--- src/rtl/core/energy_demand_integrator_macros.svh ---
// Assertion macros shared by the energy and demand integrator RTL.
`ifndef ENERGY_DEMAND_INTEGRATOR_MACROS_SVH
`define ENERGY_DEMAND_INTEGRATOR_MACROS_SVH

// same-cycle implication, checked out of reset
`define EDI_ASSERT_IMP(lbl, ante, cons, msg) \
    lbl: assert property (@(posedge aclk) disable iff (!aresetn) (ante) |-> (cons)) \
        else $error(msg);

// next-cycle implication, checked out of reset
`define EDI_ASSERT_NXT(lbl, ante, cons, msg) \
    lbl: assert property (@(posedge aclk) disable iff (!aresetn) (ante) |=> (cons)) \
        else $error(msg);

`endif

--- src/rtl/core/edi_ram.sv ---
// Generic single-write, single-read RAM with registered read data.
`timescale 1ns / 1ps
module edi_ram #(
    parameter int WIDTH = 32,
    parameter int DEPTH = 60
) (
    input  logic                     aclk,
    input  logic                     we,
    input  logic [$clog2(DEPTH)-1:0] waddr,
    input  logic [WIDTH-1:0]         wdata,
    input  logic [$clog2(DEPTH)-1:0] raddr,
    output logic [WIDTH-1:0]         rdata
);

    logic [WIDTH-1:0] mem_reg [DEPTH];
    logic [WIDTH-1:0] rdata_reg;

    always_ff @(posedge aclk) begin
        if (we) begin
            mem_reg[waddr] <= wdata;
        end
        rdata_reg <= mem_reg[raddr];
    end

    assign rdata = rdata_reg;

endmodule

--- config.mk ---
export PLATFORM = sky130hd
export DESIGN_NAME = edi_ram
export DESIGN_NICKNAME = d
export VERILOG_FILES = /design/src/rtl/core/energy_demand_integrator_macros.svh /design/src/rtl/core/edi_ram.sv
export SDC_FILE = /design/constraint.sdc
export NUM_CORES = 2
export LEC_CHECK = 0
export ABC_AREA = 1
export BUFFER_PORTS_ARGS = -buffer_cell sky130_fd_sc_hd__buf_2
export CAP_MARGIN = 20
export CORE_UTILIZATION = 40
export DETAILED_ROUTE_END_ITERATION = 8
export RECOVER_POWER = 25
export SKIP_CTS_REPAIR_TIMING = 1
export SYNTH_ARGS = -nofsm -noshare
export SYNTH_HDL_FRONTEND = slang
export SYNTH_SLANG_ARGS = --single-unit
export TNS_END_PERCENT = 20
--- constraint.sdc ---
create_clock -name aclk -period 6.7 [get_ports aclk]
set_input_delay 1.005 -clock aclk [delete_from_list [all_inputs] [get_ports aclk]]
set_output_delay 1.005 -clock aclk [all_outputs]
set_load 0.01 [all_outputs]
---- Word-level counts from Yosys, hierarchy flattened ----
Memories as Yosys holds them, arrays and structs flattened. A register that Yosys moved wholly into a read port is not among the register bits.
Index checks and enable logic that the tools add are counted.
word-level totals
  register bits ........................... 0
  RAM bits ................................ 1920
  input port bits ......................... 46
  output and inout bits ................... 32
  word-level logic and storage cells ...... 3
  memories kept ........................... 1
memories
  memory   depth  width  rd ports  clocked after Yosys merged registers in  write ports  RTL line       text
  mem_reg  60     32     1         1                                        1            edi_ram.sv:15  logic [WIDTH-1:0] mem_reg [DEPTH];
operators by class
  mux-type cells .......................... 2
operators by type and width
  cell     number
  $mux W1  2

---- Longest topological paths before layout ----
  depth after elaboration ................. 2
  depth in mapped cells ................... 15
  depth with buffers taken out ............ 11

---- Worst setup path before layout ----
OpenSTA, ideal clock, no wires.
  path kind ............................... input-to-reg
  start point ............................. input waddr[1]
  end point ............................... memory mem_reg[34][0] (enable)
  library setup time ...................... 0.502 ns
  data arrival time ....................... 4.517 ns
  setup slack ............................. 1.681 ns
  stages on the path ...................... 3
  path buffers ............................ 1
  cell sequence ........................... clkbuf_1 -> inv_1 -> nor4_1
RTL lines
  what             RTL line       text
  start, declared  edi_ram.sv:9   input logic [$clog2(DEPTH)-1:0] waddr,
  end, declared    edi_ram.sv:15
Straight into the memory's write port.

==> run metrics <==
Post-layout nets between 6000 and 7000; Worst EP required ~7.4 ns; DP HPWL ~120000 um; WP data arrival 4.24 ns; period utilization 52.2%; vias in the first global route ~49000; Min Clock Period, post-route approximately 3.5 ns; number of synthesized flops with an enable pin 1920; #FFs+latches synth 1952; Worst R2R Setup Slack roughly 4.9 ns; Synth Area in Compound Gates under 10%; I/O pin count 78; Synth top cells by count nand2_1, edfxtp_1, nand3_1; Design Power 25.8 mW; Critical Path Fanout Max about 140; Layout Cells excl Fill roughly 9500; fill count 17500; hold crit path type input pin to flip-flop; CP cell instances buf_8, inv_8, buf_4, nand2_1, nand3_1, nand3_1, nand2_1, nand2_1, nand3_1, nand3_1, nand2_1; Die ar. 199000 um^2; proportion of synthesized area in mux cells 0%; post-route ant nets 0; CTS tree done; Async SR Flop Fraction 0%; final setup violation count 0; Adder-Cell Fraction of Synth Area 0%; worst skew pair latency roughly 0.85 ns; Worst Clk Skew between 0.03 and 0.04 ns; slowest CP cell inv_8; failing checks capacitance limit, slew limit; sequential area share after synthesis 74.1%; Detailed Routing Iterations Pass 1 6; CTS Buf Count slightly below 200; cells after synthesis ~6700; mapped cell area between 70000 and 80000 um^2; Layout area overhead 11.9%; grt ovf 0; clock-pin transition on the worst setup and hold timing paths around 0.060 ns; top-count cell post-synth nand2_1; kind of critical path input pin to flip-flop; Worst-Margin Slew 3.25 ns; crit-path max cell delay approximately 0.69 ns; largest net degree at the start of global routing roughly 180; Hold Violations, Final 0; Placer Congestion 0.808; Clock Tree Buf Depth 3; Cells after DPL 9080; max FFs per register 1920; Rel. slew slack -117%; Initial Util between 40% and 50%; syn_nets roughly 6700; antenna violations before repair 19; Leakage 31.4 nW; Unique masters post-synth 21; Mapped Avg Cell Area between 10 and 15 um^2; main combinational cell family by area after synthesis simple AND/OR/NAND/NOR gates; Pwr Density a little under 300 nW/um^2; Max-Cap Viols 24; register area a little under 60000 um^2; Sink Count 1952; Max Slew Vio Count 1400; initial DRC count 6574; hold depth 1; global-route wire length before repair ~340000 um; ys flop type edfxtp_1; routed via count slightly above 50000; CP Depth 11; Rows 162; Synth Area in Simple Gates about a fifth; via-per-instance ratio between 5 and 6; root buffer cell clkbuf_16; H-tree levels 4; worst path bufs/invs 3; CP startpoint kind input pin; area leader, netlist edfxtp_1; VDD IR-drop max 0.286 mV; setup TNS 0 ns; reg2reg path depth 8; FMAX around 290 MHz; CP Capture Type flip-flop; share of cells above drive strength 1 7.53%; core area 195000 um^2; top cells by area, synth edfxtp_1, nand2_1, nand3_1, nor2_1, o21ai_0; Synth Area in XOR/XNOR 0%; cell family with most CP delay buffers and inverters; Chip Width approximately 450 um; status finished, violations left; WL final ~230000 um; Ys Warns 0; Remaining DRCs 0; multi-input combinational cell area about 18000 um^2; RSZ-0062 raised after global routing no; wire per inst roughly 25 um; Total GRT Usage a little under a quarter; Die Y-Extent about 450 um; Yosys top cell area share 73.3%; Port Buffers 77
==> cell families (layout without fill, tap and decap cells) <==
kind of cell,count (synthesis),in the layout
AOI/OAI and AO/OA,174,174
buffers and inverters,597,761
DFF,1952,1952
and+or+nand+nor,3943,3943
other,0,9
==> worst register-to-register path, cell delays in order, from the launching register on <==
cell and delay (ns):
edfxtp_1 0.37, nand2_1 0.08, nand3_1 0.09, nand3_1 0.14, nand2_1 0.06, nand2_1 0.08, nand3_1 0.27, nand3_1 0.52
nand2_1 0.11
==> layout by cell type, fill, tap and decap left out, types with 4 or more instances in the layout <==
cell          n
clkbuf_1    103
a21oi_1      19
buf_12       19
clkinv_8      4
nand4_1       5
inv_6         6
buf_4        94
diode_2       9
nor2_1      271
nor3_1        5
o21ai_0     144
inv_1       172
clkinv_2     20
nor4_2        4
clkbuf_16   199
nor2_4       54
clkinv_1     34
dfxtp_1      32
o211ai_1     11
bufinv_16     6
nand3_1    1449
nand2_1    2151
edfxtp_1   1920
clkbuf_8     22
buf_2        67
==> worst paths after layout <==
check                  start         endpoint
max                 raddr[0]         rdata[9]
min                wdata[23]  mem_reg[25][23]
max reg2reg  mem_reg[23][29]        rdata[29]
min reg2reg  mem_reg[59][17]        rdata[17]
==> per-layer routing <==
layer	track usage [%]	wire length (um)	vias to the layer above	share of wire, %
met5	0	0	-	0
met4	8.71	8710	0	3.7
met3	3.54	19200	430	8.3
met2	37.0	109000	2324	47
met1	32.0	94900	25500	41
li1	-	-	23300	-
==> stage by stage <==
stage | area [um^2] | setup slack [ns] | utilization, % | hold slack, ns
after detailed placement | 81900 | 2.45 | 42.0 | 0.714
after global placement | 81900 | 2.48 | 42.0 | 0.722
final | 88100 | 3.20 | 45.1 | 0.531
after floorplan | 78700 | 1.68 | - | 0.633
after global routing | 88100 | 2.99 | 45.1 | 0.525
after CTS | 88100 | 3.35 | 45.1 | 0.731
==> cell type report <==
cell class	count	area share [%]
diodes	9	0.0256
flip-flops and latches	1952	66.2
well taps	2624	3.73
clock inverters	75	0.733
multi-input cells	4117	20.4
clock buffers	294	6.31
repair buffers	214	1.81
inverters	178	0.791
==> power breakdown <==
| part | switching [mW] | total (mW) | internal (mW) |
|---|---|---|---|
| clock | 4.65 | 10.6 | 5.97 |
| sequential | 0.0699 | 13.6 | 13.5 |
| combinational | 1.21 | 1.57 | 0.359 |
No activity file was read; power rests on OpenSTA's default activity.
