### src/rtl/core/energy_demand_integrator_macros.svh
// Assertion macros shared by the energy and demand integrator RTL.
`ifndef ENERGY_DEMAND_INTEGRATOR_MACROS_SVH
`define ENERGY_DEMAND_INTEGRATOR_MACROS_SVH

// same-cycle implication, checked out of reset
`define EDI_ASSERT_IMP(lbl, ante, cons, msg) \
    lbl: assert property (@(posedge aclk) disable iff (!aresetn) (ante) |-> (cons)) \
        else $error(msg);

// next-cycle implication, checked out of reset
`define EDI_ASSERT_NXT(lbl, ante, cons, msg) \
    lbl: assert property (@(posedge aclk) disable iff (!aresetn) (ante) |=> (cons)) \
        else $error(msg);

`endif

### src/rtl/core/edi_pkg.sv
// Shared constants, types and tables of the energy and demand integrator.
`timescale 1ns / 1ps
package edi_pkg;

    localparam int RING_SLOTS    = 60;
    localparam int FRACTION_BITS = 16;
    localparam int SLOT_W        = (RING_SLOTS > 1) ? $clog2(RING_SLOTS) : 1;
    localparam int AHEAD_SLOTS   = 15;
    localparam int ENERGY_SCALE  = 120;
    localparam int DEM_SHIFT     = 5;
    localparam int UNIT_SHIFT    = 5;

    localparam int DIV_NUM_W = 36 + FRACTION_BITS;
    localparam int DIV_DEN_W = 24;
    localparam int DIV_CNT_W = $clog2(DIV_NUM_W + 1);
    localparam int ACC_W     = DIV_NUM_W + 2;
    localparam int ESUM_W    = 35;
    localparam int MIN_SUM_W = 7;

    localparam logic signed [ACC_W-1:0] UNIT_ONE =
        ACC_W'(1) << FRACTION_BITS;
    localparam logic signed [ACC_W-1:0] UNIT_BIG =
        ACC_W'(1) << (FRACTION_BITS + UNIT_SHIFT);

    typedef enum logic [1:0] {
        REQ_SAMPLE    = 2'd0,
        REQ_INTEGRATE = 2'd1,
        REQ_DEMAND    = 2'd2,
        REQ_NONE      = 2'd3
    } req_t;

    typedef enum logic [2:0] {
        CFG_RUN        = 3'd0,
        CFG_PT_RATIO   = 3'd1,
        CFG_INTERVAL   = 3'd2,
        CFG_PEAK_START = 3'd3,
        CFG_PEAK_END   = 3'd4,
        CFG_LIMIT      = 3'd5
    } cfg_idx_t;

    typedef struct packed {
        logic busy;
        logic done;
    } div_stat_t;

    typedef logic [SLOT_W-1:0] mod_tab_t [2**MIN_SUM_W];

    function automatic mod_tab_t mk_mod_tab();
        mod_tab_t t;
        for (int i = 0; i < 2**MIN_SUM_W; i++) begin
            t[i] = SLOT_W'(i % RING_SLOTS);
        end
        return t;
    endfunction

    localparam mod_tab_t SLOT_MOD = mk_mod_tab();

endpackage

### src/rtl/core/edi_div.sv
// Shared restoring divider: signed dividend, unsigned divisor, one bit per cycle.
`timescale 1ns / 1ps
module edi_div (
    input  logic                                 aclk,
    input  logic                                 aresetn,
    input  logic                                 start,
    input  logic signed [edi_pkg::DIV_NUM_W-1:0] dividend,
    input  logic [edi_pkg::DIV_DEN_W-1:0]        divisor,
    output edi_pkg::div_stat_t                   stat,
    output logic signed [edi_pkg::DIV_NUM_W-1:0] quotient
);

    logic                            busy_reg, busy_next;
    logic                            done_reg, done_next;
    logic [edi_pkg::DIV_CNT_W-1:0]   cnt_reg, cnt_next;
    logic [edi_pkg::DIV_NUM_W-1:0]   num_reg, num_next;
    logic [edi_pkg::DIV_DEN_W-1:0]   rem_reg, rem_next;
    logic [edi_pkg::DIV_DEN_W-1:0]   den_reg, den_next;
    logic                            neg_reg, neg_next;
    logic [edi_pkg::DIV_DEN_W:0]     trial, diff;
    logic                            ge;

    always_comb begin
        trial     = {rem_reg, num_reg[edi_pkg::DIV_NUM_W-1]};
        diff      = trial - {1'b0, den_reg};
        ge        = (trial >= {1'b0, den_reg});
        busy_next = busy_reg;
        done_next = 1'b0;
        cnt_next  = cnt_reg;
        num_next  = num_reg;
        rem_next  = rem_reg;
        den_next  = den_reg;
        neg_next  = neg_reg;
        if (start) begin
            busy_next = 1'b1;
            cnt_next  = '0;
            rem_next  = '0;
            den_next  = divisor;
            neg_next  = dividend[edi_pkg::DIV_NUM_W-1];
            num_next  = dividend[edi_pkg::DIV_NUM_W-1] ? 
                        edi_pkg::DIV_NUM_W'(-dividend) : edi_pkg::DIV_NUM_W'(dividend);
        end else if (busy_reg) begin
            rem_next = ge ? diff[edi_pkg::DIV_DEN_W-1:0] : trial[edi_pkg::DIV_DEN_W-1:0];
            num_next = {num_reg[edi_pkg::DIV_NUM_W-2:0], ge};
            cnt_next = cnt_reg + 1'b1;
            if (cnt_reg == edi_pkg::DIV_CNT_W'(edi_pkg::DIV_NUM_W - 1)) begin
                busy_next = 1'b0;
                done_next = 1'b1;
            end
        end
    end

    always_ff @(posedge aclk) begin
        if (!aresetn) begin
            busy_reg <= 1'b0;
            done_reg <= 1'b0;
        end else begin
            busy_reg <= busy_next;
            done_reg <= done_next;
        end
    end

    always_ff @(posedge aclk) begin
        cnt_reg <= cnt_next;
        num_reg <= num_next;
        rem_reg <= rem_next;
        den_reg <= den_next;
        neg_reg <= neg_next;
    end

    assign stat.busy = busy_reg;
    assign stat.done = done_reg;
    assign quotient  = neg_reg ? -$signed(num_reg) : $signed(num_reg);

endmodule

### config.mk
export PLATFORM = sky130hd
export DESIGN_NAME = edi_div
export DESIGN_NICKNAME = d
export VERILOG_FILES = /design/src/rtl/core/energy_demand_integrator_macros.svh /design/src/rtl/core/edi_pkg.sv /design/src/rtl/core/edi_div.sv
export SDC_FILE = /design/constraint.sdc
export NUM_CORES = 1
export LEC_CHECK = 0
export BUFFER_PORTS_ARGS = -buffer_cell sky130_fd_sc_hd__buf_2
export CAP_MARGIN = 20
export CORE_MARGIN = 3
export CORE_UTILIZATION = 42
export DETAILED_ROUTE_END_ITERATION = 6
export PLACE_DENSITY = 0.64
export SETUP_SLACK_MARGIN = 0.1
export SYNTH_ARGS = -nofsm -noshare
export SYNTH_HDL_FRONTEND = slang
export SYNTH_SLANG_ARGS = --single-unit
### constraint.sdc
create_clock -name aclk -period 4.7 [get_ports aclk]
set_clock_uncertainty 0.2 [all_clocks]
set_input_delay 0.235 -clock aclk [delete_from_list [all_inputs] [get_ports aclk]]
set_output_delay 0.235 -clock aclk [all_outputs]
set_load 0.02 [all_outputs]
; ---- Yosys cells after proc, flatten, opt, wreduce, memory -nomap -nowiden
; Cells that the tools add are included.
[classes]
bitwise = 2
muxes = 9
reduce_logical = 2
magnitude_cmp = 1
addsub = 4
n_eq_ne = 1
[ops]
columns = cell, n
row1 = $mux 52, 4
row2 = $neg 52->52, 2
row3 = $ge 25x24->1, 1
row4 = $mux 24, 1
row5 = $sub 24x24->24, 1
row6 = $add 6x1->6 const B, 1
row7 = $eq 6x6->1 const B, 1
row8 = $mux 1, 4
row9 = $reduce_or 3->1, 1
row10 = $not 1->1, 2
row11 = $reduce_bool 2->1, 1
[totals]
out_inout_bits = 54
ff_bits = 109
input_bits = 79
wordCells = 26

; ---- Longest topological paths before layout
[depth]
depth_word = 4
mapped_depth = 11
depth_no_buf = 10

; ---- Worst setup path after synthesis
; OpenSTA, ideal clock, no wires.
[synth_timing]
path_type = register to output
start = register num_reg[6] (netlist bit)
end = output quotient[51] (netlist bit)
stages_incl_launch_ff = 8
path_buffers = 0
arrival_ns = 2.741
slack_ns = 1.524
cell_sequence = edfxtp_1 > or4_4 > nor4_4 > nand4_2 > or3_4 > or4_4 > o41ai_4 > xnor2_1
[synth_between]
elab_chain_cells = 2
[synth_lines]
columns = item, line
row1 = "start, declared", edi_div.sv:16  ; logic [edi_pkg::DIV_NUM_W-1:0] num_reg, num_next;
row2 = "start signal, assigned", edi_div.sv:65  ; num_reg <= num_next;
row3 = $neg 52->52, edi_div.sv:73  ; assign quotient = neg_reg ? -$signed(num_reg) : $signed(num_reg);
row4 = $mux 52, edi_div.sv:73
row5 = "end, declared", edi_div.sv:10  ; output logic signed [edi_pkg::DIV_NUM_W-1:0] quotient
; No other way between the ends.

; ---- Worst setup path after layout
[layout_timing]
start = register num_reg[6] (netlist bit)
end = output quotient[46] (netlist bit)
; Same word-level chain as after synthesis.

==> flow_metrics.env <==
export IMPL_gp_congestion=0.868
export IMPL_layout_nets=1108
export IMPL_antennaDiodeCount=0
export IMPL_cp_top_family="simple AND/OR/NAND/NOR gates"
export IMPL_setup_slack_ps=861
export IMPL_rsz0062_at_grt="false"
export IMPL_multi_input_area_mm2=0.00450
export IMPL_grt_pass1_vias=6300
export IMPL_clock_root_buffer="clkbuf_16"
export IMPL_r2r_start="den_reg[20]"
export IMPL_yosys_area_share_simple_pct=19.7
export IMPL_stdcell_count=1235
export IMPL_path_clk_slew_ps=80
export IMPL_final_cell_mix="buf_2 (131), nor2_1 (106), edfxtp_1 (77), a21oi_1 (72), nand2_1 (63)"
export IMPL_power_leakage_nw=3.58
export IMPL_max_vdd_ir_drop_uv=185
export IMPL_crit_required_ps=4260
export IMPL_synth_top_family_by_area="simple AND/OR/NAND/NOR gates"
export IMPL_powerDensity_mw_per_mm2=300
export IMPL_grt_max_degree=97
export IMPL_drt_wl_total_mm=19.9
export IMPL_initial_core_util_pct=43.0
export IMPL_overflow=0
export IMPL_clock_path_buffers=2
export IMPL_hold_path_class="input pin to register"
export IMPL_synth_area_leaders="edfxtp_1 (30%), dfxtp_1 (8.2%), xor2_1 (7.0%)"
export IMPL_dieArea_mm2=0.0202
export IMPL_slowest_delay_ps=590
export IMPL_viasPerCell=5.56
export IMPL_crit_type="register to output port"
export IMPL_synth_avg_cell_area_um2=8.91
export IMPL_drv_slew=0
export IMPL_antenna_found_initial=0
export IMPL_firstDrtPassIters=5
export IMPL_outcome="complete, no violations"
export IMPL_holdPathStages=3
export IMPL_ant_nets=0
export IMPL_ys_types=62
export IMPL_async_reset_ff_share_pct=0
export IMPL_critPathMostFrequentCell="or3_1"
export IMPL_placeableCoreArea_mm2=0.0181
export IMPL_whs_endpoint="num_reg[26]"
export IMPL_numClockSinks=109
export IMPL_area_growth_pct=17.4
export IMPL_tightest_slew_ps=1030
export IMPL_relSlewSlack_pct=30.9
export IMPL_largest_register_ff_count=52
export IMPL_period_share_pct=81.7
export IMPL_cts_tree="yes"
export IMPL_numCtsBuffers=9
export IMPL_grt_usage_pct=19.4
export IMPL_drive_gt1_share_pct=17.0
export IMPL_post_cts_buffers=0
export IMPL_synth_top_area_cell="edfxtp_1"
export IMPL_cp_end_kind="output port"
export IMPL_synth_main_ff_cell="edfxtp_1"
export IMPL_wl_per_cell_um=16.1
export IMPL_fmax_ghz=0.260
export IMPL_synthXorXnorAreaFrac_pct=13.2
export IMPL_start_kind="register"
export IMPL_holdBufCountCts=26
export IMPL_syn_inst=872
export IMPL_grt_pass1_wl_mm=31.8
export IMPL_worstSkewPairLatency_ps=360
export IMPL_reg2reg_slack_ps=1300
export IMPL_synthMuxAreaShare_pct=1.80
export IMPL_fillCellCount=1725
export IMPL_pin_count=133
export IMPL_p_total_w=0.00274
export IMPL_layout_commonest_cell="buf_2"
export IMPL_crit_arrival_ps=3400
export IMPL_synth_seq_cells=109
export IMPL_dp_hpwl_mm=14.6
export IMPL_crit_buf_inv=1
export IMPL_path_cells="or4_4 > or3_1 > and4bb_2 > nand4_2 > or3_1 > o41ai_2 > xnor2_1 > buf_2"
export IMPL_dieHeight_um=142
export IMPL_synth_compound_area_share_pct=18.6
export IMPL_post_cts_resized=0
export IMPL_crit_fanout=5
export IMPL_drv_cap=0
export IMPL_reg2reg_depth=10
export IMPL_setup_violations_final=0
export IMPL_htreeDepth=3
export IMPL_synth_edff_count=77
export IMPL_setup_tns_final_ps=0
export IMPL_place_ws_ps=1250
export IMPL_num_vias=6861
export IMPL_cp_slowest_cell="or4_4"
export IMPL_seq_area_frac_synth_pct=38.0
export IMPL_fp_dieW_um=142
export IMPL_synth_fa_ha_area_share_pct=4.60
export IMPL_r2r_end="rem_reg[4]"
export IMPL_finalHoldViolCount=0
export IMPL_dpl_cell_count=1193
export IMPL_ff_latch_area_mm2=0.00295
export IMPL_yosys_warnings=0
export IMPL_worstHoldStart="dividend[26]"
export IMPL_fp_row_count=49
export IMPL_io_buffers=132
export IMPL_synth_top_area_share_pct=29.8
export IMPL_first_iter_violations=454
export IMPL_syn_cell_area_mm2=0.00777
export IMPL_fin_crit_ps=3840
export IMPL_drc_errors=0
export IMPL_syn_nets=979
-- layout make-up --
| type | count | area share, % |
|---|---|---|
| Clock buffer | 10 | 2.62 |
| Inverter | 35 | 1.44 |
| Tap cell | 229 | 3.14 |
| Timing Repair Buffer | 164 | 10.6 |
| Sequential cell | 109 | 32.4 |
| Multi-Input combinational cell | 682 | 49.3 |
| Clock inverter | 6 | 0.507 |
-- worst min-delay path, cell delays in order --
cell     delay, ps
buf_2           90
xor2_1          70
a21oi_1        130
-- kinds of logic after synthesis --
| family | after synthesis |
|---|---|
| buffers and inverters | 81 |
| xor gates and xnor gates | 117 |
| muxes | 14 |
| AOI/OAI and AO/OA | 223 |
| adders and majority gates | 28 |
| and+or+nand+nor | 300 |
| DFF | 109 |
-- worst max-delay path by stage --
stage	from	to	cells past startpoint
floorplan	num_reg[6]	quotient[51]	7
CTS	num_reg[6]	quotient[50]	8
detailed placement	num_reg[6]	quotient[46]	8
global route	num_reg[20]	quotient[51]	8
global placement	num_reg[20]	quotient[51]	8
finish	num_reg[6]	quotient[46]	8
-- routing by layer --
metal	part of all wire, %	track usage [%]
met2	46	31.6
met5	0	0
met4	1.2	4.14
met3	6.6	3.90
met1	46	27.0
-- through the flow --
step / cell area [um^2] / hold slack (ps) / utilization (%)
floorplan: 7770 / 134 / -
detailed placement: 8580 / 213 / 47.4
global placement: 8580 / 211 / 47.4
global route: 9130 / 79.8 / 50.5
CTS: 9130 / 67.3 / 50.5
finish: 9130 / 87.7 / 50.5
-- power breakdown --
part / internal [W] / total, W / switching (W)
clock: 0.000377 / 0.000748 / 0.000370
combinational: 0.000304 / 0.000773 / 0.000469
sequential: 0.00113 / 0.00122 / 0.0000888
total: 0.00181 / 0.00274 / 0.000928
-- synthesized netlist by cell type, types with 10 or more instances --
master and count:
nor2_1 106, edfxtp_1 77, a21oi_1 72, nand2_1 63, xor2_1 62, xnor2_1 55, o21ai_0 49, clkbuf_1 39
inv_1 35, dfxtp_1 32, o31ai_1 28, ha_1 27, nand3_1 19, nand4_1 19, or3_1 17, or4_1 17
mux2i_1 14, nor3_1 14, a21o_1 13, a211oi_1 12, o41ai_1 12, nand2b_1 10
(Power assumes the default switching activity.)
